`config.mk`:
```
export PLATFORM = sky130hd
export DESIGN_NAME = chfp_queue
export DESIGN_NICKNAME = d
export VERILOG_FILES = /design/src/rtl/chfp_pkg.sv /design/src/rtl/chfp_queue.sv
export SDC_FILE = /design/constraint.sdc
export NUM_CORES = 1
export LEC_CHECK = 0
export BUFFER_PORTS_ARGS = -buffer_cell sky130_fd_sc_hd__buf_4
export CAP_MARGIN = 20
export CORE_MARGIN = 1.5
export CORE_UTILIZATION = 30
export CTS_CLUSTER_SIZE = 24
export DETAILED_ROUTE_END_ITERATION = 10
export HOLD_SLACK_MARGIN = 0.02
export PLACE_DENSITY_LB_ADDON = 0.05
export SKIP_LAST_GASP = 1
export SLEW_MARGIN = 10
export SYNTH_ARGS = -nofsm -noshare
export SYNTH_HDL_FRONTEND = slang
export SYNTH_SLANG_ARGS = --single-unit
```
`constraint.sdc`:
```
create_clock -name clk -period 2.4 [get_ports clk]
set_clock_uncertainty 0.1 [all_clocks]
set_input_delay 0.48 -clock clk [delete_from_list [all_inputs] [get_ports clk]]
set_output_delay 0.48 -clock clk [all_outputs]
set_load 0.02 [all_outputs]
```
`src/rtl/chfp_pkg.sv`:
```
`timescale 1ns / 1ps
`default_nettype none
// ----------------------------------------------------------------------------
// chfp_pkg
// Shared types and constants of the color histogram foreground probability block.
// ----------------------------------------------------------------------------
package chfp_pkg;

	localparam int MAX_BINS    = 16;
	localparam int COUNT_WIDTH = 20;
	localparam int BIN_W       = $clog2(MAX_BINS);
	localparam int IDX_W       = 3 * BIN_W;
	localparam int HIST_DEPTH  = MAX_BINS * MAX_BINS * MAX_BINS;
	localparam int PROB_W      = 16;
	localparam int STEP_W      = $clog2(PROB_W);
	localparam int DEN_W       = COUNT_WIDTH + 2;
	localparam int NUM_W       = COUNT_WIDTH + 1 + PROB_W;
	localparam int REM_W       = NUM_W + 1;
	localparam int QDEPTH      = 4;
	localparam int QPTR_W      = $clog2(QDEPTH);

	localparam logic [COUNT_WIDTH-1:0] COUNT_MAX = {COUNT_WIDTH{1'b1}};

	// smallest shift whose bin count fits MAX_BINS
	localparam logic [2:0] MIN_SHIFT = 3'(8 - BIN_W);

	localparam logic [1:0] MODE_CLEAR = 2'd0;
	localparam logic [1:0] MODE_ACC   = 2'd1;
	localparam logic [1:0] MODE_LOOK  = 2'd2;

	localparam logic [2:0] REG_BIN_SHIFT  = 3'd0;
	localparam logic [2:0] REG_OBJ_LEFT   = 3'd1;
	localparam logic [2:0] REG_OBJ_TOP    = 3'd2;
	localparam logic [2:0] REG_OBJ_RIGHT  = 3'd3;
	localparam logic [2:0] REG_OBJ_BOTTOM = 3'd4;

	typedef enum logic [1:0] {
		OP_CLEAR,
		OP_ACC,
		OP_LOOK
	} op_t;

	typedef struct packed {
		op_t              op;
		logic [IDX_W-1:0] idx;
		logic             in_obj;
	} req_t;

endpackage
`default_nettype wire

```
`src/rtl/chfp_queue.sv`:
```
`timescale 1ns / 1ps
`default_nettype none
// ----------------------------------------------------------------------------
// chfp_queue
// Short request queue between the front and the back.
// ----------------------------------------------------------------------------
module chfp_queue (
	input  wire logic           clk,
	input  wire logic           arst_n,
	input  wire logic           push,
	input  wire chfp_pkg::req_t din,
	input  wire logic           pop,
	output chfp_pkg::req_t      dout,
	output logic                empty,
	output logic                full
);
	import chfp_pkg::*;

	req_t             slot_q [QDEPTH];
	logic [QPTR_W-1:0] wr_ptr_q, rd_ptr_q;
	logic [QPTR_W:0]   count_q;
	logic              do_push, do_pop;

	assign empty   = (count_q == '0);
	assign full    = (count_q == (QPTR_W+1)'(QDEPTH));
	assign dout    = slot_q[rd_ptr_q];
	assign do_push = push && !full;
	assign do_pop  = pop && !empty;

	always_ff @(posedge clk) begin
		if (do_push) slot_q[wr_ptr_q] <= din;
	end

	always_ff @(posedge clk or negedge arst_n) begin
		if (!arst_n) begin
			wr_ptr_q <= '0;
			rd_ptr_q <= '0;
			count_q  <= '0;
		end else begin
			if (do_push) wr_ptr_q <= wr_ptr_q + 1'b1;
			if (do_pop)  rd_ptr_q <= rd_ptr_q + 1'b1;
			if (do_push && !do_pop)      count_q <= count_q + 1'b1;
			else if (do_pop && !do_push) count_q <= count_q - 1'b1;
		end
	end

endmodule
`default_nettype wire

```
# Word-level counts from Yosys, hierarchy flattened

Memories as Yosys holds them, arrays and structs flattened.
Cells that the tools add are included.

Add/subtract/negate cells: 4
Equality and inequality tests: 1
Muxes and demuxes: 4
Reductions and logical operators: 10

Operators with widths:

| cell                  | count |
|---|---|
| $mux W3               | 2 |
| $add A2 B1 Y2 const B | 2 |
| $logic_and A1 B1 Y1   | 4 |
| $logic_not A1 Y1      | 4 |
| $add A3 B1 Y3 const B | 1 |
| $eq A3 B3 Y1 const B  | 1 |
| $logic_not A3 Y1      | 1 |
| $sub A3 B1 Y3 const B | 1 |
| $mux W1               | 2 |
| $reduce_bool A2 Y1    | 1 |

Register bits: 7
Bits in writable memories: 60
Output and inout port bits: 17
Memories: 1

Memories:

| name   | depth | bits a word | rd ports | clocked after memory_dff | wr ports | RTL line         | source |
|---|---|---|---|---|---|---|---|
| slot_q | 4     | 15          | 1        | 0                        | 1        | chfp_queue.sv:19 | `req_t slot_q [QDEPTH];` |

# Depth between registers and ports, before layout

Gate-level depths: netlist of the first run.

Depth after elaboration: 7
Mapped depth: 9
Gate-level depth less buffers: 8

# Worst setup path after synthesis of the first run

OpenSTA, ideal clock, no wires.

Path type: reg2reg
From: register count_q[0]
To: register count_q[1]
Arrival: 1.970 ns
Required time: 2.175 ns
Setup slack: 0.205 ns
Cell stages (with the launch flop): 8
Buffers on the path: 1
Clock period less this slack: 2.195 ns
Cells stage by stage: dfrtp_1 nor3b_2 nor2b_1 buf_6 ha_1 inv_1 fa_1 mux2_2

Cells in the longest elaborated chain, start to end: 6

RTL lines:

| what                         | RTL line         | source |
|---|---|---|
| from (decl)                  | chfp_queue.sv:21 | `logic [QPTR_W:0] count_q;` |
| from (signal assigned)       | chfp_queue.sv:42 | `if (do_push && !do_pop) count_q <= count_q + 1'b1;` |
| from (signal assigned)       | chfp_queue.sv:43 | `else if (do_pop && !do_push) count_q <= count_q - 1'b1;` |
| $eq A3 B3 Y1 (*)             | chfp_queue.sv:25 | `assign full = (count_q == (QPTR_W+1)'(QDEPTH));` |
| via full                     | chfp_queue.sv:15 | `output logic full` |
| $logic_not A1 Y1 (*)         | chfp_queue.sv:27 | `assign do_push = push && !full;` |
| $logic_and A1 B1 Y1 (*)      | chfp_queue.sv:27 |  |
| via do_push                  | chfp_queue.sv:22 | `logic do_push, do_pop;` |
| $logic_not A1 Y1             | chfp_queue.sv:43 |  |
| $logic_and A1 B1 Y1          | chfp_queue.sv:43 |  |
| $reduce_bool A2 Y1 (no line) | n/a              |  |

Mark *: on every way through the listed nets, which the timed path passes. The rest lies on a longest branch. The select of a mux whose other input is x is not followed.
A chain may end at the register's enable or synchronous reset.

# Worst setup path in the final report of the first run

From: register count_q[0]
To: register count_q[2]

Cells in the longest elaborated chain, start to end: 6

RTL lines:

| what |
|---|
| branches (longest 6 deep; another with $sub A3 B1 Y3) |

Parallel ways; which one is timed is not known. The select of a mux whose other input is x is not followed.

==> flow_summary.rst, run 1 <==
.. list-table::
   :header-rows: 1

   * - Metric
     - Value
   * - Run status
     - finished clean
   * - Nets in the synthesized netlist
     - 140
   * - Antenna violations before repair
     - 0
   * - Power density over cell area
     - 1210 nW/um^2
   * - Final net count
     - 194
   * - Global Route Usage Sum
     - 11.1%
   * - Final slew viol count
     - 0
   * - Combinational cell fraction of total power
     - 38.8%
   * - Number of synthesized flops with an enable pin
     - 60
   * - Std-Cell Core Area
     - 8340 um^2
   * - Clk pwr share
     - 18.7%
   * - Largest net degree at the start of global routing
     - 12
   * - Total number of vias
     - 1213
   * - Sequential element share of the synthesized area
     - 75.4%
   * - Async set-or-reset flop fraction in the synthesized netlist
     - 10.4%
   * - Post-route total power
     - 3890 uW
   * - Highest ir drop seen on vdd
     - 0.376 mV
   * - Cell at the root of the clock tree
     - clkbuf_8
   * - Avg Synthesized Cell Area
     - 22.8 um^2
   * - Count of synthesis-stage warnings from yosys
     - 0
   * - Remaining Overflow, GRT
     - 0
   * - Remaining number of nets flagged by the antenna check after routing
     - 0
   * - Leading cell types in the layout, fill and taps excluded
     - edfxtp_1 (60), buf_4 (46), mux4_2 (11), clkbuf_8 (9), dfrtp_1 (7)
   * - Distinct cell type count after synthesis
     - 21
   * - Post-DR vias/cell
     - 4.38
   * - Core utilization of the finished layout
     - 38.6%
   * - TritonCTS buffer count
     - 9
   * - Count of instances resized after the clock tree is built
     - 0
   * - Most common cell after layout, fill and taps aside
     - edfxtp_1
   * - Total net switching power
     - 1240 uW
   * - Die span in x
     - 96.5 um
   * - Number of hold buffers added after CTS
     - 1
   * - First-pass GRT wire length
     - 6920 um
   * - Data required time of the worst path
     - 2.56 ns
   * - Worst hold-check slack
     - 0.243 ns
   * - Post-synthesis instance area
     - 2620 um^2
   * - Number of iterations in the first detailed-routing pass
     - 4
   * - Nature of the critical path startpoint
     - flop
   * - Setup total negative slack
     - 0 ns
   * - Number of design rule violations left after detail routing
     - 0
   * - Die outline area
     - 9310 um^2
   * - Internal power
     - 2650 uW
   * - Average wire length per cell after detail routing
     - 16.2 um
   * - Die Y-Extent
     - 96.5 um
   * - Class of the tightest hold or removal check
     - in -> reg
   * - Tmin final
     - 2.26 ns
   * - Area of all sequential standard cells
     - 1980 um^2
   * - Area of combinational cells with multiple inputs
     - 577 um^2
   * - GP Congestion
     - 0.783
   * - Area growth from synthesis to final layout
     - 23.0%
   * - Fill cell total of the finished layout
     - 787
   * - Vias in the first global route
     - 1314
   * - Source-to-sink clock delay at the later pin of the worst-skew pair
     - 0.33 ns
   * - Switching part of the total power
     - 31.8%
   * - Cells along the critical path
     - or3_1 -> nand2_1 -> ha_1 -> inv_1 -> fa_1 -> xor2_1 -> nor2_1 -> xor2_1
   * - Max FO, Critical Path
     - 4
   * - DRC marker count from the first detailed-route iteration
     - 37
   * - Leak Pwr
     - 0.00118 uW
   * - Startpoint-to-endpoint class of the critical path
     - reg -> reg
   * - Diodes inserted
     - 0
   * - Transition time of the tightest slew-check pin
     - 0.322 ns
   * - Final count of hold timing violations
     - 0
   * - Num ports
     - 36
   * - Layout cell share with drive strength beyond 1
     - 41.9%
   * - Largest stage delay, worst path
     - 0.44 ns
   * - Final period util
     - 94.1%
   * - Setup repair bufs after CTS
     - 0
   * - Clock-pin slew on the worst setup and hold paths
     - 0.06 ns
   * - Cell area after layout
     - 3220 um^2
   * - Flip-flop and latch count after synthesis
     - 67
   * - Effective utilization at floorplan
     - 31.4%
   * - Most numerous cell on the critical path
     - xor2_1
   * - CP Capture Type
     - flop
   * - Total detailed-routing wirelength
     - 4480 um
   * - Achievable Freq
     - 0.443 GHz
   * - CTS tree
     - built
   * - Synthesized netlist cell count
     - 115
   * - Setup repair after global routing missed its margin
     - no
   * - Max-cap viol count
     - 0
   * - Cell row count
     - 33
   * - Top delay family on crit path
     - simple AND/OR/NAND/NOR gates
   * - Buf/Inv on CP
     - 1
   * - Normalized max-slew margin
     - 78.5%
   * - DPL Wire Length
     - 3110 um
   * - Sink count of the clock tree
     - 67
   * - Total of buffers placed on input and output ports
     - 35
   * - Primary flip-flop cell chosen by synthesis mapping
     - edfxtp_1
   * - Proportion of power drawn by flip-flops and latches
     - 42.5%
   * - Placed inst area
     - 3070 um^2
   * - H-Tree Depth
     - 3
   * - Arrival time at the worst endpoint
     - 2.42 ns
   * - Clock tree buffer depth
     - 2
   * - Number of failing setup endpoints in the final timing report
     - 0
   * - Slowest-stage cell, CP
     - dfrtp_1
## synthesized netlist by cell type, types with 2 or more instances
master | count | area share, %
ha_1 | 5 | 2.4
dfrtp_1 | 7 | 6.7
and2_1 | 4 | 0.95
inv_1 | 4 | 0.57
mux4_2 | 11 | 9.5
buf_2 | 2 | 0.38
buf_6 | 2 | 0.86
xnor2_1 | 4 | 1.3
mux4_1 | 4 | 4.0
edfxtp_1 | 60 | 69
xor2_1 | 2 | 0.67
## worst paths after layout
kind	from	to	slack, ns	depth (start not counted)
setup / recovery	count_q[0]	count_q[2]	0.14	8
hold / removal	din[0]	slot_q[0][0]	0.24	1
setup reg to reg	count_q[0]	count_q[2]	0.14	8
hold reg to reg	count_q[2]	count_q[2]	0.39	1
max in group asynchronous	arst_n	rd_ptr_q[0]	1.68	2
min in group asynchronous	arst_n	count_q[2]	0.40	2
## metal layers
layer  track usage [%]  vias to the layer above  routed length [um]
li1                  -                      564                   -
met1              13.3                      612                1930
met4              6.88                        0                  92
met2              17.8                       28                2290
met5                 0                        -                   0
met3              2.82                        9                 173
## state kept, by name, indices dropped and copies added (netlist names)
signal	cells
wr_ptr_q	2
rd_ptr_q	2
count_q	3
slot_q	60
## power groups by stage
stage	logic (uW)	clock network (uW)	registers, uW
6_report	1510	726	1660
3_3_place_gp	1530	0	1670
2_1_floorplan	1000	0	1650
5_1_grt	1640	805	1680
3_5_place_dp	1560	0	1680
4_1_cts	1560	754	1660
## cells by family after synthesis
group | after synthesis | synth area share, %
AND/OR/NAND/NOR | 10 | 2.39
buffers and inverters | 9 | 2.58
XOR/XNOR | 6 | 2.00
adder cells (fa/ha/maj) | 6 | 3.15
flip-flops | 67 | 75.4
multiplexers | 17 | 14.5
## metrics by stage
stage               setup slack [ns]  cells
finish                         0.141    277
global route                  0.0221    277
CTS                            0.106    277
detailed placement             0.140    262
global placement               0.287    262
floorplan                      0.205    115
## cell type report
cell class                      count  share of cell area (%)
Tap cell                          105                    4.08
Timing Repair Buffer               48                    11.6
Sequential cell                    67                    61.3
Clock buffer                       10                    3.96
Clock inverter                      4                   0.621
Inverter                            4                   0.466
Multi-Input combinational cell     39                    17.9
(Power assumes the default switching activity.)
==> run 2, diff against run 1 <==
--- a/config.mk
+++ b/config.mk
@@ -5,12 +5,12 @@
 export SDC_FILE = /design/constraint.sdc
 export NUM_CORES = 1
 export LEC_CHECK = 0
-export BUFFER_PORTS_ARGS = -buffer_cell sky130_fd_sc_hd__buf_4
 export CAP_MARGIN = 20
 export CORE_MARGIN = 1.5
 export CORE_UTILIZATION = 30
 export CTS_CLUSTER_SIZE = 24
 export DETAILED_ROUTE_END_ITERATION = 10
+export DONT_BUFFER_PORTS = 1
 export HOLD_SLACK_MARGIN = 0.02
 export PLACE_DENSITY_LB_ADDON = 0.05
 export SKIP_LAST_GASP = 1
==> flow_summary.rst, run 2 (synthesized netlist as in run 1, its figures left out) <==
.. list-table::
   :header-rows: 1

   * - Metric
     - Value
   * - Run status
     - finished clean
   * - Die outline area
     - 9310 um^2 (unchanged)
   * - Layout cell share with drive strength beyond 1
     - 30.7% (-11 points)
   * - Most flops, register
     - slot_q
   * - TritonCTS buffer count
     - 9 (unchanged)
   * - Largest stage delay, worst path
     - 0.61 ns (+0.17 ns)
   * - Flip-flop count of the largest register, all copies and words added
     - 60 (unchanged)
   * - Final period util
     - 94.1% (about the same)
   * - Fill cell total of the finished layout
     - 769 (-2.3%)
   * - Number of design rule violations left after detail routing
     - 0 (unchanged)
   * - Achievable Freq
     - 0.443 GHz (about the same)
   * - Cells along the critical path
     - buf_4 -> mux4_2
   * - Switching part of the total power
     - 32.6% (+0.74 points)
   * - Effective utilization at floorplan
     - 31.4% (unchanged)
   * - Setup repair after global routing missed its margin
     - no
   * - Num ports
     - 36 (unchanged)
   * - Max FO, Critical Path
     - 7 (+3)
   * - Die span in x
     - 96.5 um (unchanged)
   * - Cell row count
     - 33 (unchanged)
   * - Area of all sequential standard cells
     - 1980 um^2 (about the same)
   * - Area growth from synthesis to final layout
     - 14.9%
   * - Antenna violations before repair
     - 0 (unchanged)
   * - Core utilization of the finished layout
     - 36.1% (-2.5 points)
   * - Registers with the most flip-flops
     - slot_q (60), count_q (3)
   * - Arrival time at the worst endpoint
     - 1.68 ns (-0.74 ns)
   * - Class of the tightest hold or removal check
     - in -> reg
   * - Tmin final
     - 2.26 ns (-0.000390 ns)
   * - Cell area after layout
     - 3010 um^2 (-6.5%)
   * - Sink count of the clock tree
     - 67 (unchanged)
   * - Clock tree buffer depth
     - 2 (unchanged)
   * - Total detailed-routing wirelength
     - 4480 um (about the same)
   * - Remaining number of nets flagged by the antenna check after routing
     - 0 (unchanged)
   * - DPL Wire Length
     - 2960 um (-4.6%)
   * - Setup repair bufs after CTS
     - 0 (unchanged)
   * - Die Y-Extent
     - 96.5 um (unchanged)
   * - Clock-pin slew on the worst setup and hold paths
     - 0.08 ns (+0.02 ns)
   * - Normalized max-slew margin
     - 76.4% (-2.1 points)
   * - CTS tree
     - built
   * - Final slew viol count
     - 0 (unchanged)
   * - Data required time of the worst path
     - 1.82 ns (-0.74 ns)
   * - Post-DR vias/cell
     - 4.64 (+5.9%)
   * - Max-cap viol count
     - 0 (unchanged)
   * - Post-Place Setup Slack
     - 0.179 ns (+0.0388 ns)
   * - Transition time of the tightest slew-check pin
     - 0.353 ns (+0.0307 ns)
   * - Proportion of power drawn by flip-flops and latches
     - 44.5% (+2.0 points)
   * - Std-Cell Core Area
     - 8340 um^2 (unchanged)
   * - Slowest-stage cell, CP
     - mux4_2
   * - Area of combinational cells with multiple inputs
     - 577 um^2 (unchanged)
   * - Post-route total power
     - 3800 uW (-2.5%)
   * - Final net count
     - 160 (-18%)
   * - Post-route worst setup slack
     - 0.141 ns (+0.000390 ns)
   * - Power density over cell area
     - 1260 nW/um^2 (+4.4%)
   * - Source-to-sink clock delay at the later pin of the worst-skew pair
     - 0.34 ns (about the same)
   * - Setup total negative slack
     - 0 ns (unchanged)
   * - Combinational cell fraction of total power
     - 31.9% (-6.9 points)
   * - Clk pwr share
     - 23.6% (+4.9 points)
   * - Most common cell after layout, fill and taps aside
     - edfxtp_1
   * - Total of buffers placed on input and output ports
     - 0 (-100%)
   * - Internal power
     - 2560 uW (-3.5%)
   * - Placed inst area
     - 2810 um^2 (-8.3%)
   * - Highest ir drop seen on vdd
     - 0.403 mV (+7.0%)
   * - Largest net degree at the start of global routing
     - 14 (+2)
   * - DRC marker count from the first detailed-route iteration
     - 23 (-38%)
   * - Leading cell types in the layout, fill and taps excluded
     - edfxtp_1 (60), buf_4 (12), mux4_2 (11), clkbuf_8 (9), dfrtp_1 (6)
   * - Diodes inserted
     - 0 (unchanged)
   * - Number of failing setup endpoints in the final timing report
     - 0 (unchanged)
   * - Startpoint-to-endpoint class of the critical path
     - reg -> out
   * - Leak Pwr
     - 0.00104 uW (-12%)
   * - Total number of vias
     - 1136 (-6.3%)
   * - Vias in the first global route
     - 1268 (-3.5%)
   * - First-pass GRT wire length
     - 6900 um (-0.29%)
   * - Remaining Overflow, GRT
     - 0 (unchanged)
   * - Nature of the critical path startpoint
     - flop
   * - Final count of hold timing violations
     - 0 (unchanged)
   * - Total net switching power
     - 1240 uW (-0.19%)
   * - Global Route Usage Sum
     - 11.0% (-0.047 points)
   * - CP Capture Type
     - output pin
   * - Number of iterations in the first detailed-routing pass
     - 3 (-1)
   * - Cell at the root of the clock tree
     - clkbuf_8
   * - Average wire length per cell after detail routing
     - 18.3 um (+13%)
   * - GP Congestion
     - 0.754 (-3.6%)
   * - H-Tree Depth
     - 3 (unchanged)
==> run 2: critical path: cells and delay by family, from the launching register on <==
kind / cells / cell delay, ns
buffers and inverters: 1 / 0.24
DFF: 1 / 0.49
muxes: 1 / 0.61
==> run 2: layout make-up <==
type	count	share of cell area, %
flip-flops and latches	67	65.7
clock buffers	9	4.11
clock inverters	7	2.24
inverters	4	0.498
repair buffers	14	3.99
well taps	105	4.36
multi-input cells	39	19.1
==> run 2: power by group through the flow <==
stage                     sequential [uW]  clock (uW)  combinational (uW)
after floorplan                      1650           0                1000
after global placement               1700           0                1230
after detailed placement             1720           0                1240
after CTS                            1690         934                1260
after global routing                 1720         991                1330
final                                1690         896                1210
==> run 2: worst paths after layout <==
kind	start	to	slack, ns	depth (start not counted)
worst max-delay path	rd_ptr_q[0]	dout[4]	0.14	2
max in group asynchronous	arst_n	rd_ptr_q[0]	1.55	1
worst max register to register	count_q[0]	count_q[2]	0.19	8
min in group asynchronous	arst_n	count_q[2]	0.38	1
worst min register to register	count_q[2]	count_q[2]	0.38	1
worst min-delay path	din[10]	slot_q[2][10]	0.13	0
==> run 2: layer usage <==
metal / GRT usage [%] / wire [um] / up-vias
met5: 0 / 0 / -
met4: 6.16 / 74 / 0
met3: 5.01 / 325 / 7
met2: 17.2 / 2200 / 31
met1: 12.5 / 1880 / 595
li1: - / - / 503
==> run 2: per-stage QoR <==
step	hold WS (ns)	cells
after detailed placement	0.0847	228
final	0.133	245
after global placement	0.0848	228
after floorplan	0.0844	115
after CTS	0.113	245
after global routing	0.102	245
==> run 2: timing repair <==
item	CTS	global route
hold buffers	1	0
gates resized for setup	1	0
hold endpoints to repair	7	0
endpoints found under the setup margin	7	0
