==> config.mk <==
export PLATFORM = sky130hd
export DESIGN_NAME = chfp_front
export DESIGN_NICKNAME = d
export VERILOG_FILES = /design/src/rtl/chfp_pkg.sv /design/src/rtl/chfp_front.sv
export SDC_FILE = /design/constraint.sdc
export NUM_CORES = 1
export LEC_CHECK = 0
export BUFFER_PORTS_ARGS = -buffer_cell sky130_fd_sc_hd__buf_2
export CAP_MARGIN = 20
export CORE_UTILIZATION = 48
export CTS_CLUSTER_SIZE = 28
export DETAILED_ROUTE_END_ITERATION = 10
export HOLD_SLACK_MARGIN = 0.06
export PLACE_DENSITY_LB_ADDON = 0.08
export SYNTH_ARGS = -nofsm -noshare
export SYNTH_HDL_FRONTEND = slang
export SYNTH_SLANG_ARGS = --single-unit
==> constraint.sdc <==
create_clock -name clk -period 2.15 [get_ports clk]
set_input_delay 0.215 -clock clk [delete_from_list [all_inputs] [get_ports clk]]
set_output_delay 0.215 -clock clk [all_outputs]
set_load 0.005 [all_outputs]
==> src/rtl/chfp_pkg.sv <==
`timescale 1ns / 1ps
`default_nettype none
// ----------------------------------------------------------------------------
// chfp_pkg
// Shared types and constants of the color histogram foreground probability block.
// ----------------------------------------------------------------------------
package chfp_pkg;

	localparam int MAX_BINS    = 16;
	localparam int COUNT_WIDTH = 20;
	localparam int BIN_W       = $clog2(MAX_BINS);
	localparam int IDX_W       = 3 * BIN_W;
	localparam int HIST_DEPTH  = MAX_BINS * MAX_BINS * MAX_BINS;
	localparam int PROB_W      = 16;
	localparam int STEP_W      = $clog2(PROB_W);
	localparam int DEN_W       = COUNT_WIDTH + 2;
	localparam int NUM_W       = COUNT_WIDTH + 1 + PROB_W;
	localparam int REM_W       = NUM_W + 1;
	localparam int QDEPTH      = 4;
	localparam int QPTR_W      = $clog2(QDEPTH);

	localparam logic [COUNT_WIDTH-1:0] COUNT_MAX = {COUNT_WIDTH{1'b1}};

	// smallest shift whose bin count fits MAX_BINS
	localparam logic [2:0] MIN_SHIFT = 3'(8 - BIN_W);

	localparam logic [1:0] MODE_CLEAR = 2'd0;
	localparam logic [1:0] MODE_ACC   = 2'd1;
	localparam logic [1:0] MODE_LOOK  = 2'd2;

	localparam logic [2:0] REG_BIN_SHIFT  = 3'd0;
	localparam logic [2:0] REG_OBJ_LEFT   = 3'd1;
	localparam logic [2:0] REG_OBJ_TOP    = 3'd2;
	localparam logic [2:0] REG_OBJ_RIGHT  = 3'd3;
	localparam logic [2:0] REG_OBJ_BOTTOM = 3'd4;

	typedef enum logic [1:0] {
		OP_CLEAR,
		OP_ACC,
		OP_LOOK
	} op_t;

	typedef struct packed {
		op_t              op;
		logic [IDX_W-1:0] idx;
		logic             in_obj;
	} req_t;

endpackage
`default_nettype wire

==> src/rtl/chfp_front.sv <==
`timescale 1ns / 1ps
`default_nettype none
// ----------------------------------------------------------------------------
// chfp_front
// Holds configuration, bins each request and tests it against the object rectangle.
// ----------------------------------------------------------------------------
module chfp_front (
	input  wire logic               clk,
	input  wire logic               arst_n,
	input  wire logic               cfg_we,
	input  wire logic [2:0]         cfg_index,
	input  wire logic [9:0]         cfg_data,
	input  wire logic               accept,
	input  wire logic [1:0]         mode,
	input  wire logic [7:0]         chan_a,
	input  wire logic [7:0]         chan_b,
	input  wire logic [7:0]         chan_c,
	input  wire logic [9:0]         col,
	input  wire logic [9:0]         row,
	output logic                    req_push,
	output chfp_pkg::req_t          req
);
	import chfp_pkg::*;

	logic [2:0] bin_shift_q;
	logic [9:0] obj_left_q, obj_top_q, obj_right_q, obj_bottom_q;
	logic [2:0] shift;
	logic [3:0] bits;
	logic [BIN_W-1:0] bin_a, bin_b, bin_c;

	always_ff @(posedge clk or negedge arst_n) begin
		if (!arst_n) begin
			bin_shift_q  <= 3'd4;
			obj_left_q   <= '0;
			obj_top_q    <= '0;
			obj_right_q  <= '0;
			obj_bottom_q <= '0;
		end else if (cfg_we) begin
			unique case (cfg_index)
				REG_BIN_SHIFT:  bin_shift_q  <= cfg_data[2:0];
				REG_OBJ_LEFT:   obj_left_q   <= cfg_data;
				REG_OBJ_TOP:    obj_top_q    <= cfg_data;
				REG_OBJ_RIGHT:  obj_right_q  <= cfg_data;
				REG_OBJ_BOTTOM: obj_bottom_q <= cfg_data;
				default: ;
			endcase
		end
	end

	always_comb begin
		shift = (bin_shift_q > MIN_SHIFT) ? bin_shift_q : MIN_SHIFT;
		bits  = 4'd8 - {1'b0, shift};
		bin_a = BIN_W'(chan_a >> shift);
		bin_b = BIN_W'(chan_b >> shift);
		bin_c = BIN_W'(chan_c >> shift);
		req.idx = (IDX_W'(bin_a) << (2 * bits)) | (IDX_W'(bin_b) << bits) | IDX_W'(bin_c);
		req.in_obj = (col >= obj_left_q) && (col <= obj_right_q) &&
			(row >= obj_top_q) && (row <= obj_bottom_q);
		req_push = accept;
		unique case (mode)
			MODE_CLEAR: req.op = OP_CLEAR;
			MODE_ACC:   req.op = OP_ACC;
			MODE_LOOK:  req.op = OP_LOOK;
			default: begin
				req.op   = OP_CLEAR;
				req_push = 1'b0;
			end
		endcase
	end

endmodule
`default_nettype wire

Word level (Yosys, flattened, before mapping)
Index checks and enable logic that the tools add are counted.

Input bits: 63. Bits in registers: 43. Output and inout port bits: 16. Word-level logic and storage cells: 38.

Shifts and indexed selects: 5. Order comparisons: 5. Equality and inequality tests: 6. Reduce and logical (&&, ||, !) cells: 11. Bitwise gates (word level): 2. $add $sub $neg: 1. Mux-type cells: 3.

Operators with widths (count): $shr 8x3->4 (3); $ge 10x10->1 (2); $le 10x10->1 (2); $or 12x12->12 (1); $or 12x4->12 (1); $shl 4x4->12 (1); $shl 4x5->12 (1); $reduce_and 2->1 (5); $eq 3x2->1 const B (2); $pmux 2 s2 (1); $sub 4x3->4 const A (1); $eq 3x1->1 const B (1); $eq 3x3->1 const B (1); $gt 3x3->1 const B (1); $logic_and 1x1->1 (3); $logic_not 3->1 (1); $mux 3 (1); $reduce_or 3->1 (1); $eq 2x1->1 const B (1); $eq 2x2->1 const B (1); $logic_not 2->1 (1); $mux 1 (1).

Longest topological paths before layout
Gate-level depths: netlist of the first run.

Depth in word-level cells: 6. Gate-level depth with buffers: 9. Gate-level depth less buffers: 7.

Worst setup path after synthesis of the first run
OpenSTA, ideal clock, no wires.

Kind: flip-flop to output port. Start: register bin_shift_q[2]. End: output port req[8] in the netlist's numbering. Path buffers: 3. Path slack: -88 ps. Stages on the path, launching flop included: 10. Required time: 1935 ps. Data arrival time: 2023 ps. Cells stage by stage: dfstp_2 -> and2_2 -> buf_6 -> inv_1 -> buf_2 -> ha_1 -> clkbuf_1 -> mux2i_1 -> nand2_1 -> o21ai_0.

RTL lines: from (decl) (line chfp_front.sv:25) `logic [2:0] bin_shift_q;`; from (signal assigned) (line chfp_front.sv:40) `REG_BIN_SHIFT: bin_shift_q <= cfg_data[2:0];`; to (decl) (line chfp_front.sv:21) `output chfp_pkg::req_t req`.

==> results.txt, run 1 <==
- Pin count of the biggest net entering global routing: 44
- Data on the critical path arrives at its endpoint at 2.08 ns.
* Die extent in x: 81.3 microns
- Gate count after technology mapping: 324
- Routability-driven placement finished with a final weighted congestion of 0.824.
- Total vias in the final route: 2654
- The worst register-to-register path ends at bin_shift_q[1]$_DFFE_PN0P_.
* Critical Path Source: bin_shift_q[2]$_DFFE_PN1P_
- For this run, global-route usage on met2 was measured as 37.2%.
- The detail route stage leaves a number of antenna-violating nets equal to 0.
- In the synthesized netlist the async set-or-reset flop fraction comes to 100%.
- Primary FF master, synth: sky130_fd_sc_hd__dfrtp_1
- After layout, the worst setup slack is -0.146 ns.
* Aggregate global-route resource usage: 22.9%
- The later pin in the worst-skew pair is clocked with a latency of 0.29 ns.
- Pwr Density: 850 nW/um^2
- Path class of the lowest-slack min-delay path: primary input to register
- Syn. warnings: 0
* Average cell area after synthesis: 9.33 sq um
- The initialized floorplan defines 28 standard-cell rows.
- DR DRC count: 0
* Wire length after detailed routing: 7580 microns
* Hold Fails Final Rpt: 0
- Signed area change from the synthesized netlist to the final layout: 32.6%
* N_diodes: 0
* Total overflow reported by the global router: 0
* Worst flop-to-flop path startpoint: bin_shift_q[1]$_DFFE_PN0P_
- Once the floorplan was initialized, standard cells occupied 50.4% of the core.
- The library cell used most frequently in the layout, excluding fill and tap cells, is sky130_fd_sc_hd__buf_2.
- Maximum achievable frequency: 436 MHz
- Num CTS Buffers: 5
- Fill cell total of the finished layout: 498
* Transition time of the tightest slew-check pin: 0.533 ns
- The number of global-route vias before repair came to 2455.
- Clock Skews: 0 ns
- Critical path required time: 1.93 ns
- Fraction of layout cells with a size suffix above 1: 39.0%
* Number of detailed-route iterations in the first pass: 4
- Detailed placement ended at an HPWL of 5320 microns.
- Final Cycle Share: 107%
- Top post-synthesis cells by area: sky130_fd_sc_hd__dfrtp_1, sky130_fd_sc_hd__ha_1, sky130_fd_sc_hd__mux2_2, sky130_fd_sc_hd__o21ai_0, sky130_fd_sc_hd__inv_1
- First-pass GRT wire length: 11500 microns
- Via-per-instance ratio: 5.42
- Register area share after synthesis: 35.7%
- The core region is 5990 sq um.
- Number of flops mapped to enable cells by yosys: 0
- Summed over all cells, the static leakage comes to 1.91 nW.
* Number of storage elements in the synthesis netlist: 43
- met2 is the most crowded layer.
- Area of the mapped netlist: 3020 sq um
- Outcome: finished with violations
- Final Power: 3.41 mW
* Critical path endpoint: req[1]
- Number of slew-limit violations in the final report: 0
- By startpoint and endpoint, the worst setup path is classified as register to output port.
* Die height: 81.3 microns
- TritonCTS clock tree: built
- Maximum VDD drop: 0.000510 V
- Violations in the final reports: negative setup slack
* DP Area: 3480 sq um
- Counting cells, the worst reg-to-reg path comes to 2.
* Cell taking the most area after synthesis: sky130_fd_sc_hd__dfrtp_1
- The number of antenna violations at the first check in global routing was 0.
- In this run the tightest slew margin relative to its limit is 64.5%.
- Portion of synthesized cell area occupied by the leading cell type: 34.8%
- STA classifies the critical path endpoint as an output port.
- Clock-pin slew was measured on the worst setup and hold paths at 0.09 ns.
- Post-detailed-route wirelength per cell: 15.5 microns
- The tree built by TritonCTS fans out to 43 sinks.
- Final-report setup violation count: 10
* Maximum level of the CTS H-tree: 2
- Final instance area: 4010 sq um
- Time the final worst path needs with I/O delays and setup: 2.30 ns
- For this design the top-level I/O count stands at 79.
* Unrepaired setup endpoints after global routing: true
* Floorplan die area: 6620 sq um
* Yosys cell types: 48
- Synthesis produced a netlist with a net count of 428.
- In this run, the number of DRC markers left after iteration 0 of detailed routing was 99.
* GR Layer Usage met3: 2.70%
- DP Cell Count: 467
- The count of buffers added on input and output ports is 66.
- Worst R2R Setup Slack: 1.25 ns
- Reported max-cap violation count: 0
- Excluding fillers, the count of instances in the completed layout stands at 490.
- Top library cells by usage in the layout, fill and taps aside: sky130_fd_sc_hd__buf_2, sky130_fd_sc_hd__dfrtp_1, sky130_fd_sc_hd__inv_1, sky130_fd_sc_hd__nand2_1, sky130_fd_sc_hd__o21ai_0
- For this run, the post-layout net count is 518.
- Kind of start point of the critical path: register
- Largest fanout on the critical path: 5
- For this run, global-route usage on met1 was measured as 32.4%.
- In this run the deepest clock path goes through 2 buffers.
* Clock root buffer: sky130_fd_sc_hd__clkbuf_8
## cell families (layout without fill, tap and decap cells)
family	count (synthesis)	after routing	share of synthesized area (%)
AOI/OAI and AO/OA	91	91	18.8
adders and majority gates	41	41	17.0
buffers and inverters	51	142	6.96
DFF	43	43	35.7
muxes	25	25	10.0
and+or+nand+nor	73	73	11.6
## synth_stat cells (5+ instances only)
| library cell | count |
|---|---|
| sky130_fd_sc_hd__mux2_2 | 19 |
| sky130_fd_sc_hd__dfrtp_1 | 42 |
| sky130_fd_sc_hd__clkbuf_1 | 6 |
| sky130_fd_sc_hd__o21ai_0 | 39 |
| sky130_fd_sc_hd__nor2_1 | 8 |
| sky130_fd_sc_hd__ha_1 | 41 |
| sky130_fd_sc_hd__inv_1 | 42 |
| sky130_fd_sc_hd__o21a_1 | 6 |
| sky130_fd_sc_hd__a21oi_1 | 12 |
| sky130_fd_sc_hd__nand3_1 | 5 |
| sky130_fd_sc_hd__a211oi_1 | 5 |
| sky130_fd_sc_hd__nand2_1 | 38 |
| sky130_fd_sc_hd__nor2b_1 | 5 |
## final cells by class
cell class                      instances  area (sq um)  area share [%]
Clock inverter                          3          67.6            1.69
Timing Repair Buffer                   92           554            13.8
Sequential cell                        43          1080            26.9
Clock buffer                            5          68.8            1.72
Multi-Input combinational cell        230          1980            49.5
Inverter                               42           160            4.00
Tap cell                               75          93.8            2.34
## metal layers
layer  wire length (microns)  vias up
li1                        -     1336
met1                    3520     1245
met2                    3700       60
met3                     249       13
met4                     118        0
met5                       0        -
## what timing repair did
action,CTS,global route
hold endpoints to repair,42,0
setup endpoints to repair,13,13
resized for setup,29,29
buffers inserted,5,9
hold buffers,1,0
pin swaps,10,15
## report_power, final
part           total (mW)  switching [mW]  internal (mW)
Sequential           1.06          0.0804          0.981
Clock               0.753           0.290          0.463
Combinational        1.59           0.796          0.795
## flip-flops by register name, summed over array words and instances (netlist names)
signal and count:
obj_left_q 10, obj_top_q 10, obj_right_q 10, bin_shift_q 3
obj_bottom_q 10
## worst min path at each step
stage / end / from / slack (ns) / cells past startpoint
floorplan: bin_shift_q[0]$_DFFE_PN0P_ / arst_n / -0.08 / 0
global placement: obj_top_q[6]$_DFFE_PN0P_ / arst_n / 0.32 / 2
detailed placement: obj_top_q[7]$_DFFE_PN0P_ / arst_n / 0.32 / 2
CTS: obj_left_q[4]$_DFFE_PN0P_ / cfg_data[4] / 0.17 / 3
global route: obj_left_q[4]$_DFFE_PN0P_ / cfg_data[4] / 0.18 / 3
finish: obj_left_q[4]$_DFFE_PN0P_ / cfg_data[4] / 0.17 / 3
## stage by stage
step	worst slack, ns	hold WS (ns)	util, %	setup TNS (ns)
floorplan	0.0176	-0.0806	-	0
global placement	0.0603	0.317	58.0	0
detailed placement	0.0280	0.321	58.0	0
CTS	-0.106	0.172	63.4	-0.405
global route	-0.211	0.176	66.9	-1.84
finish	-0.146	0.169	66.9	-0.708
## critical path, cell delays in order, from the launching register on
cell                       delay, ns
sky130_fd_sc_hd__dfstp_2        0.58
sky130_fd_sc_hd__and2_4         0.21
sky130_fd_sc_hd__mux4_2         0.53
sky130_fd_sc_hd__o211ai_1       0.21
sky130_fd_sc_hd__o211ai_1       0.12
sky130_fd_sc_hd__buf_2          0.14
No activity file was read; power rests on OpenSTA's default activity.
==> run 2, diff against run 1 <==
--- a/config.mk
+++ b/config.mk
@@ -5,9 +5,11 @@
 export SDC_FILE = /design/constraint.sdc
 export NUM_CORES = 1
 export LEC_CHECK = 0
+export ABC_AREA = 1
 export BUFFER_PORTS_ARGS = -buffer_cell sky130_fd_sc_hd__buf_2
 export CAP_MARGIN = 20
-export CORE_UTILIZATION = 48
+export CORE_UTILIZATION = 51
+export CTS_BUF_LIST = sky130_fd_sc_hd__clkbuf_8
 export CTS_CLUSTER_SIZE = 28
 export DETAILED_ROUTE_END_ITERATION = 10
 export HOLD_SLACK_MARGIN = 0.06
==> run 2 against run 1 <==
  * The run now ends clean
  * Largest cell class unchanged
  * Power shrank 16%
  * Largest power group unchanged
  * Sequential power is essentially flat
  * Wire length grew 0.55%
  * Clock skew is the same
  * Critical endpoint is now req[3]
==> results.txt, run 2 <==
- Syn_nets: 567
- Synthesis inferred 43 register bits.
* Final Cycle Share: 95.3%
- The longest clock path from root to sink contains 2 buffers.
- The region available for standard cell placement spans 6060 sq um.
* Sequence of cells on the critical path: nand2_4 -> ha_4 -> inv_6 -> buf_4 -> nand3_1 -> nand3_1 -> nand3_1 -> buf_2
* Average cell area after synthesis: 7.10 sq um
* WP buf/inv: 3
- Outcome: completed
- Post-detailed-route wirelength per cell: 12.5 microns
* Total overflow reported by the global router: 0
* Worst-skew pair later-pin latency: 0.29 ns
- Port Buf Inserts: 66
* Commonest cells post-synth: sky130_fd_sc_hd__nand2_1, sky130_fd_sc_hd__inv_1, sky130_fd_sc_hd__o21ai_0
- In the synthesized netlist the async set-or-reset flop fraction comes to 100%.
- The initial utilization of the core area, before any placement, comes to 54.3%.
- Worst setup path category: register to output port
- Area of the mapped netlist: 3290 sq um
* Number of detailed-route iterations in the first pass: 5
- Yosys cell types: 29
- Maximum VDD drop: 0.000608 V
- Final-report setup violation count: 0
- Pin count of the biggest net entering global routing: 25
* Time the final worst path needs with I/O delays and setup: 2.05 ns
* TritonCTS clock tree: built
- DP Area: 3680 sq um
* Non-filler instance count after layout: 609
- Clock tree synthesis selected as its root buffer the cell sky130_fd_sc_hd__clkbuf_8.
- After the first detailed-routing iteration, the DRC count stood at 147.
* Clock Skews: 0 ns
* Placement row count: 28
- Floorplan die area: 6770 sq um
* Wire length after detailed routing: 7620 microns
- Die extent in x: 82.3 microns
- Routability congestion estimate: 0.832
- First-pass GRT wire length: 12400 microns
- Yosys instantiated no cell more often than sky130_fd_sc_hd__nand2_1.
* Top post-synthesis cells by area: sky130_fd_sc_hd__dfrtp_1, sky130_fd_sc_hd__ha_1, sky130_fd_sc_hd__nand2_1, sky130_fd_sc_hd__inv_1, sky130_fd_sc_hd__o21ai_0
* Slowest cell delay on critical path: 0.62 ns
- During synthesis, Yosys emitted a total of 0 warnings.
- The library cell used most frequently in the layout, excluding fill and tap cells, is sky130_fd_sc_hd__nand2_1.
* Portion of synthesized cell area occupied by the leading cell type: 32.0%
- The area growth from synthesis to layout is 19.3%.
- Slowest cell on crit path: sky130_fd_sc_hd__dfstp_2
- Sum of net half-perimeters after detailed placement: 6050 microns
- The worst setup path is launched from a register.
* Vias in the first global route: 2922
* Worst Min Path Start: cfg_data[6]
- Number of flops mapped to enable cells by yosys: 0
- For this run, design rule violations remaining after detail routing come to 0.
- Critical Path Source: bin_shift_q[2]$_DFFE_PN1P_
* Reported max-cap violation count: 0
* Critical path required time: 1.93 ns
- In this run the number of H-tree levels came out at 2.
* Max-slew headroom at the worst pin: 52.7%
* Clock edge transition at the registers on the reported setup and hold paths: 0.08 ns
* N_diodes: 0
* Number of slew-limit violations in the final report: 0
- Cell taking the most area after synthesis: sky130_fd_sc_hd__dfrtp_1
* Family with the most delay on the worst path: flip-flops
* Fraction of layout cells with a size suffix above 1: 20.4%
* Top library cells by usage in the layout, fill and taps aside: sky130_fd_sc_hd__nand2_1, sky130_fd_sc_hd__inv_1, sky130_fd_sc_hd__buf_2, sky130_fd_sc_hd__o21ai_0, sky130_fd_sc_hd__dfrtp_1
* Reported leakage power: 2.22 nW
- Including well taps, the total number of placed cells is 597.
- Pwr Density: 728 nW/um^2
- Die height: 82.3 microns
- STA puts the critical path data arrival time at 1.83 ns.
- During I/O placement, the number of pins put on the boundary was 79.
- Timing would allow up to 488 MHz.
* Via-per-instance ratio: 5.15
- Total vias in the final route: 3138
- Hold Fails Final Rpt: 0
* Aggregate global-route resource usage: 24.2%
* Path class of the lowest-slack min-delay path: primary input to register
* Cell repeated most along the worst path: sky130_fd_sc_hd__nand3_1
* Largest fanout on the critical path: 8
* Element type at the critical path end: output port
- The number of antenna violations at the first check in global routing came to 0.
- Worst flop-to-flop path startpoint: bin_shift_q[2]$_DFFE_PN1P_
- Synthesis produced 463 cells.
- Number of nets in the finished design: 638
- Count of clock tree sinks: 43
* Num CTS Buffers: 5
- Final instance area: 3920 sq um
* Transition time of the tightest slew-check pin: 0.707 ns
- The share of the Yosys chip area taken by registers is 32.8%.
- In the synthesized netlist the dominant register cell turns out to be sky130_fd_sc_hd__dfrtp_1.
- Antenna-violating nets left: 0
run 2: cell count changes after synthesis, moves of 5 or more:
| cell | change |
|---|---|
| sky130_fd_sc_hd__inv_1 | +39 |
| sky130_fd_sc_hd__nand2_1 | +91 |
| sky130_fd_sc_hd__nand3_1 | +35 |
| sky130_fd_sc_hd__nor2b_1 | -5 |
| sky130_fd_sc_hd__o21ai_1 | +5 |
| sky130_fd_sc_hd__a211oi_1 | -5 |
| sky130_fd_sc_hd__o21a_1 | -5 |
| sky130_fd_sc_hd__mux2_2 | -19 |
| sky130_fd_sc_hd__nand3_2 | +5 |
| sky130_fd_sc_hd__o21ai_0 | +6 |
| sky130_fd_sc_hd__nor2_1 | +15 |
run 2: through the flow:
stage | TNS, ns | power [mW] | utilization [%] | hold slack, ns | worst slack (ns)
finish | 0 | 2.86 | 64.7 | 0.230 | 0.102
global route | -0.0122 | 3.12 | 64.7 | 0.229 | -0.00615
CTS | 0 | 2.81 | 62.9 | 0.225 | 0.0357
detailed placement | 0 | 2.18 | 60.8 | 0.220 | 0.231
global placement | 0 | 2.13 | 60.8 | 0.209 | 0.257
floorplan | 0 | 1.82 | - | -0.0806 | 0.0935
run 2: timing repair:
action | in CTS | in global routing
cloned | 0 | 1
buffers inserted | 0 | 3
endpoints found under the hold margin | 21 | 0
pin swaps | 0 | 1
endpoints found under the setup margin | 7 | 10
hold buffers | 1 | 0
gates resized for setup | 3 | 18
run 2: power breakdown:
group	total [mW]	internal (mW)	switching [mW]
logic	1.19	0.508	0.680
clock network	0.608	0.339	0.268
registers	1.06	0.963	0.0987
run 2: path summary, 6_finish.rpt:
| path | end | slack [ns] | cells after the start |
|---|---|---|---|
| max | req[3] | 0.10 | 8 |
| min | obj_right_q[6]$_DFFE_PN0P_ | 0.23 | 3 |
| max reg2reg | bin_shift_q[2]$_DFFE_PN1P_ | 1.22 | 3 |
| min reg2reg | obj_right_q[9]$_DFFE_PN0P_ | 0.49 | 2 |
| max in group asynchronous | obj_left_q[0]$_DFFE_PN0P_ | 1.12 | 3 |
| min in group asynchronous | obj_left_q[2]$_DFFE_PN0P_ | 0.43 | 2 |
run 2: worst register-to-register path, cell delays in order (launching register included):
cell and delay, ns:
sky130_fd_sc_hd__dfstp_2 0.62, sky130_fd_sc_hd__buf_4 0.14, sky130_fd_sc_hd__nand2_1 0.04, sky130_fd_sc_hd__o21ai_0 0.07
run 2: final cells by class:
type	instances	area, sq um
tap	75	93.8
sequential	43	1080
clock inverter	2	37.5
multi-input combinational	323	1860
clock buffer	5	68.8
inverter	83	328
fill	586	2140
timing repair buffer	78	460
run 2: cell families after synthesis:
logic type | count (synthesis) | synth area share [%]
adder cells (fa/ha/maj) | 41 | 15.6
AO/OA/AOI/OAI | 69 | 11.2
flip-flops | 43 | 32.8
buffers and inverters | 97 | 12.1
AND/OR/NAND/NOR | 213 | 28.3
run 2: layer usage:
layer / global-route usage, % / vias up / wire, microns
li1: - / 1624 / -
met1: 27.4 / 1424 / 3330
met2: 46.0 / 80 / 3830
met3: 3.96 / 10 / 334
met4: 7.37 / 0 / 122
met5: 0 / - / 0
==> run 3, diff against run 2 <==
--- a/config.mk
+++ b/config.mk
@@ -13,7 +13,7 @@
 export CTS_CLUSTER_SIZE = 28
 export DETAILED_ROUTE_END_ITERATION = 10
 export HOLD_SLACK_MARGIN = 0.06
-export PLACE_DENSITY_LB_ADDON = 0.08
+export PLACE_DENSITY = 0.8
 export SYNTH_ARGS = -nofsm -noshare
 export SYNTH_HDL_FRONTEND = slang
 export SYNTH_SLANG_ARGS = --single-unit
==> run 3 against run 2 <==
  * Non-clock buffer count is 6 lower
  * Sequential share of layout area is 0.67 points higher
  * Die area stayed put
  * Combinational power hardly changed
  * First-iteration DRC count is 24% higher
  * Setup slack worse by 0.012 ns
  * Register-to-register slack better by 0.11 ns
  * Power is 4.4% lower
  * Sequential power hardly changed
  * Global-route usage is 0.23 points lower
==> results.txt, run 3 (synthesis gave the netlist of run 2 again) <==
- Outcome: completed
- Of the total power, the clock network draws 18.2%.
* Clock root buffer: sky130_fd_sc_hd__clkbuf_8
- Floorplan core area: 6060 sq um
* Number of buffers between clock root and the deepest sink: 2
- Setup violations remaining at the end of the flow were counted as 0.
- The die covers 6770 sq um.
- Max-slew headroom at the worst pin: 36.4%
- Fraction of layout cells with a size suffix above 1: 19.6%
- Element type at the critical path end: output port
- DR DRC count: 0
* Worst Path Arrival: 1.85 ns
- Vias in the first global route: 2932
- Number of I/O pins: 79
- The routed layout has 3150 vias.
- Worst setup path category: register to output port
- Wire length after detailed routing: 7420 microns
* DP Cell Count: 594
* First-pass GRT wire length: 12500 microns
- After detailed routing, the average wire length per cell comes to 12.3 microns.
- Final core occ: 63.2%
- Total negative slack for setup checks: 0 ns
- In this run the critical register-to-register path is captured at bin_shift_q[2]$_DFFE_PN1P_.
- The final-report max-slew violation count came to 0.
* TritonCTS clock tree: built
* Antenna violations before repair: 0
* Combinational cell fraction of total power: 42.9%
- At the pin with the least slew margin, the transition time is 0.955 ns.
- The initial utilization of the core area, before any placement, comes to 54.3%.
- Leaving out fill and tap cells, the most frequent cell in the layout is sky130_fd_sc_hd__nand2_1.
- The repair_antennas step left the layout with diodes totalling 0.
- Of the total power, the share spent switching nets is 38.7%.
- The top cell types in the final layout, fill and taps aside, are sky130_fd_sc_hd__nand2_1, sky130_fd_sc_hd__inv_1, sky130_fd_sc_hd__buf_2, sky130_fd_sc_hd__o21ai_0, sky130_fd_sc_hd__dfrtp_1.
- Switching power summed over all nets: 1.06 mW
- Setup slack on the worst reg-to-reg path comes out at 1.33 ns.
* Worst r2r path cells: 2
- Count of clock tree sinks: 43
- Across the run, the number of max-cap violations was 0.
- Routability congestion estimate: 0.840
* Time the final worst path needs with I/O delays and setup: 2.06 ns
* Detailed Route Iter0 Violations: 182
* Hold Fails Final Rpt: 0
- Clock edge transition at the registers on the reported setup and hold paths: 0.08 ns
* Placement row count: 28
- Kind of start point of the critical path: register
- Num CTS Buffers: 5
- Measured along the x axis, the die boundary spans 82.3 microns.
- Across the VDD grid, the largest voltage drop is 0.000488 V.
- The layout has 540 filler cells.
* Number of detailed-route iterations in the first pass: 4
- Excluding fillers, the count of instances in the completed layout stands at 605.
- Antenna-violating nets left: 0
- Entering global routing, the biggest net connects 44 pins.
- Port Buf Inserts: 66
* Number of nets in the finished design: 633
- Relative contribution of sequential cells to total power: 38.8%
- From bottom edge to top edge, the die measures 82.3 microns.
* Aggregate global-route resource usage: 24.0%
- Maximum achievable frequency: 485 MHz
- Of all nets on the critical path, the largest fanout is 8.
* Worst-skew pair later-pin latency: 0.29 ns
- For the worst setup path, the data required time is 1.93 ns.
- Unrepaired setup endpoints after global routing: true
- For this design the ratio of total power to cell area is 713 nW/um^2.
- Worst flop-to-flop path startpoint: bin_shift_q[2]$_DFFE_PN1P_
* Signed area change from the synthesized netlist to the final layout: 16.5%
- Path class of the lowest-slack min-delay path: primary input to async pin
* Clock Skews: 0 ns
- Using the TritonRoute via totals, the vias-per-cell ratio works out to 5.21.
- In this run the static leakage power is 2.18 nW.
- Final Cycle Share: 95.8%
- Internal power summed over all cells: 1.68 mW
- The H-tree was split into 2 levels.
- Summed over all nets, the half-perimeter wirelength after detailed placement is 5680 microns.
* Total overflow reported by the global router: 0
run 3: stage by stage:
step	hold slack [ns]	worst slack [ns]	area [sq um]	total power, mW
5_1_grt	0.133	-0.0204	3830	2.99
3_5_place_dp	0.413	0.240	3660	2.17
4_1_cts	0.0927	0.00508	3750	2.67
3_3_place_gp	0.389	0.272	3660	2.11
6_report	0.0653	0.0897	3830	2.73
2_1_floorplan	-0.0806	0.0935	3290	1.82
run 3: cell type report:
cell class	instances	area [sq um]	area share (%)
clock inverters	3	12.5	0.327
clock buffers	5	68.8	1.80
repair inverters	1	7.51	0.196
repair buffers	72	392	10.2
well taps	75	93.8	2.45
multi-input cells	323	1850	48.4
inverters	83	325	8.49
flip-flops and latches	43	1080	28.2
run 3: worst max-delay path by stage:
stage | startpoint | endpoint | slack, ns | cells after the start
final | bin_shift_q[2]$_DFFE_PN1P_ | req[7] | 0.09 | 7
after global routing | bin_shift_q[2]$_DFFE_PN1P_ | req[9] | -0.02 | 11
after CTS | bin_shift_q[2]$_DFFE_PN1P_ | req[1] | 0.005 | 6
after detailed placement | bin_shift_q[2]$_DFFE_PN1P_ | req[10] | 0.24 | 7
after global placement | bin_shift_q[2]$_DFFE_PN1P_ | req[10] | 0.27 | 7
after floorplan | bin_shift_q[2]$_DFFE_PN1P_ | req[4] | 0.09 | 10
run 3: per-layer routing:
| metal | vias up | track usage (%) | routed length (microns) |
|---|---|---|---|
| met4 | 0 | 6.32 | 97 |
| met3 | 11 | 3.41 | 262 |
| met1 | 1465 | 28.7 | 3280 |
| met5 | - | 0 | 0 |
| met2 | 62 | 44.5 | 3780 |
| li1 | 1612 | - | - |
run 3: repair_timing:
| item | CTS | global route |
|---|---|---|
| gates cloned | 0 | 1 |
| hold buffers | 0 | 0 |
| setup buffers | 1 | 1 |
| resized for setup | 3 | 19 |
| endpoints found under the setup margin | 10 | 11 |
run 3: power groups by stage:
stage                     logic [mW]  registers, mW  clock network, mW
after CTS                       1.12           1.06              0.495
after global routing            1.37           1.08              0.531
after detailed placement        1.10           1.07                  0
final                           1.17           1.06              0.498
after floorplan                0.778           1.05                  0
after global placement          1.05           1.07                  0
run 3: critical path, cell delays in order (launching register included):
cell and delay [ns]:
sky130_fd_sc_hd__dfstp_2 0.62, sky130_fd_sc_hd__nand2_4 0.09, sky130_fd_sc_hd__ha_4 0.29, sky130_fd_sc_hd__inv_4 0.05
sky130_fd_sc_hd__nor2_2 0.17, sky130_fd_sc_hd__nand3_1 0.12, sky130_fd_sc_hd__nand2_1 0.10, sky130_fd_sc_hd__buf_2 0.11
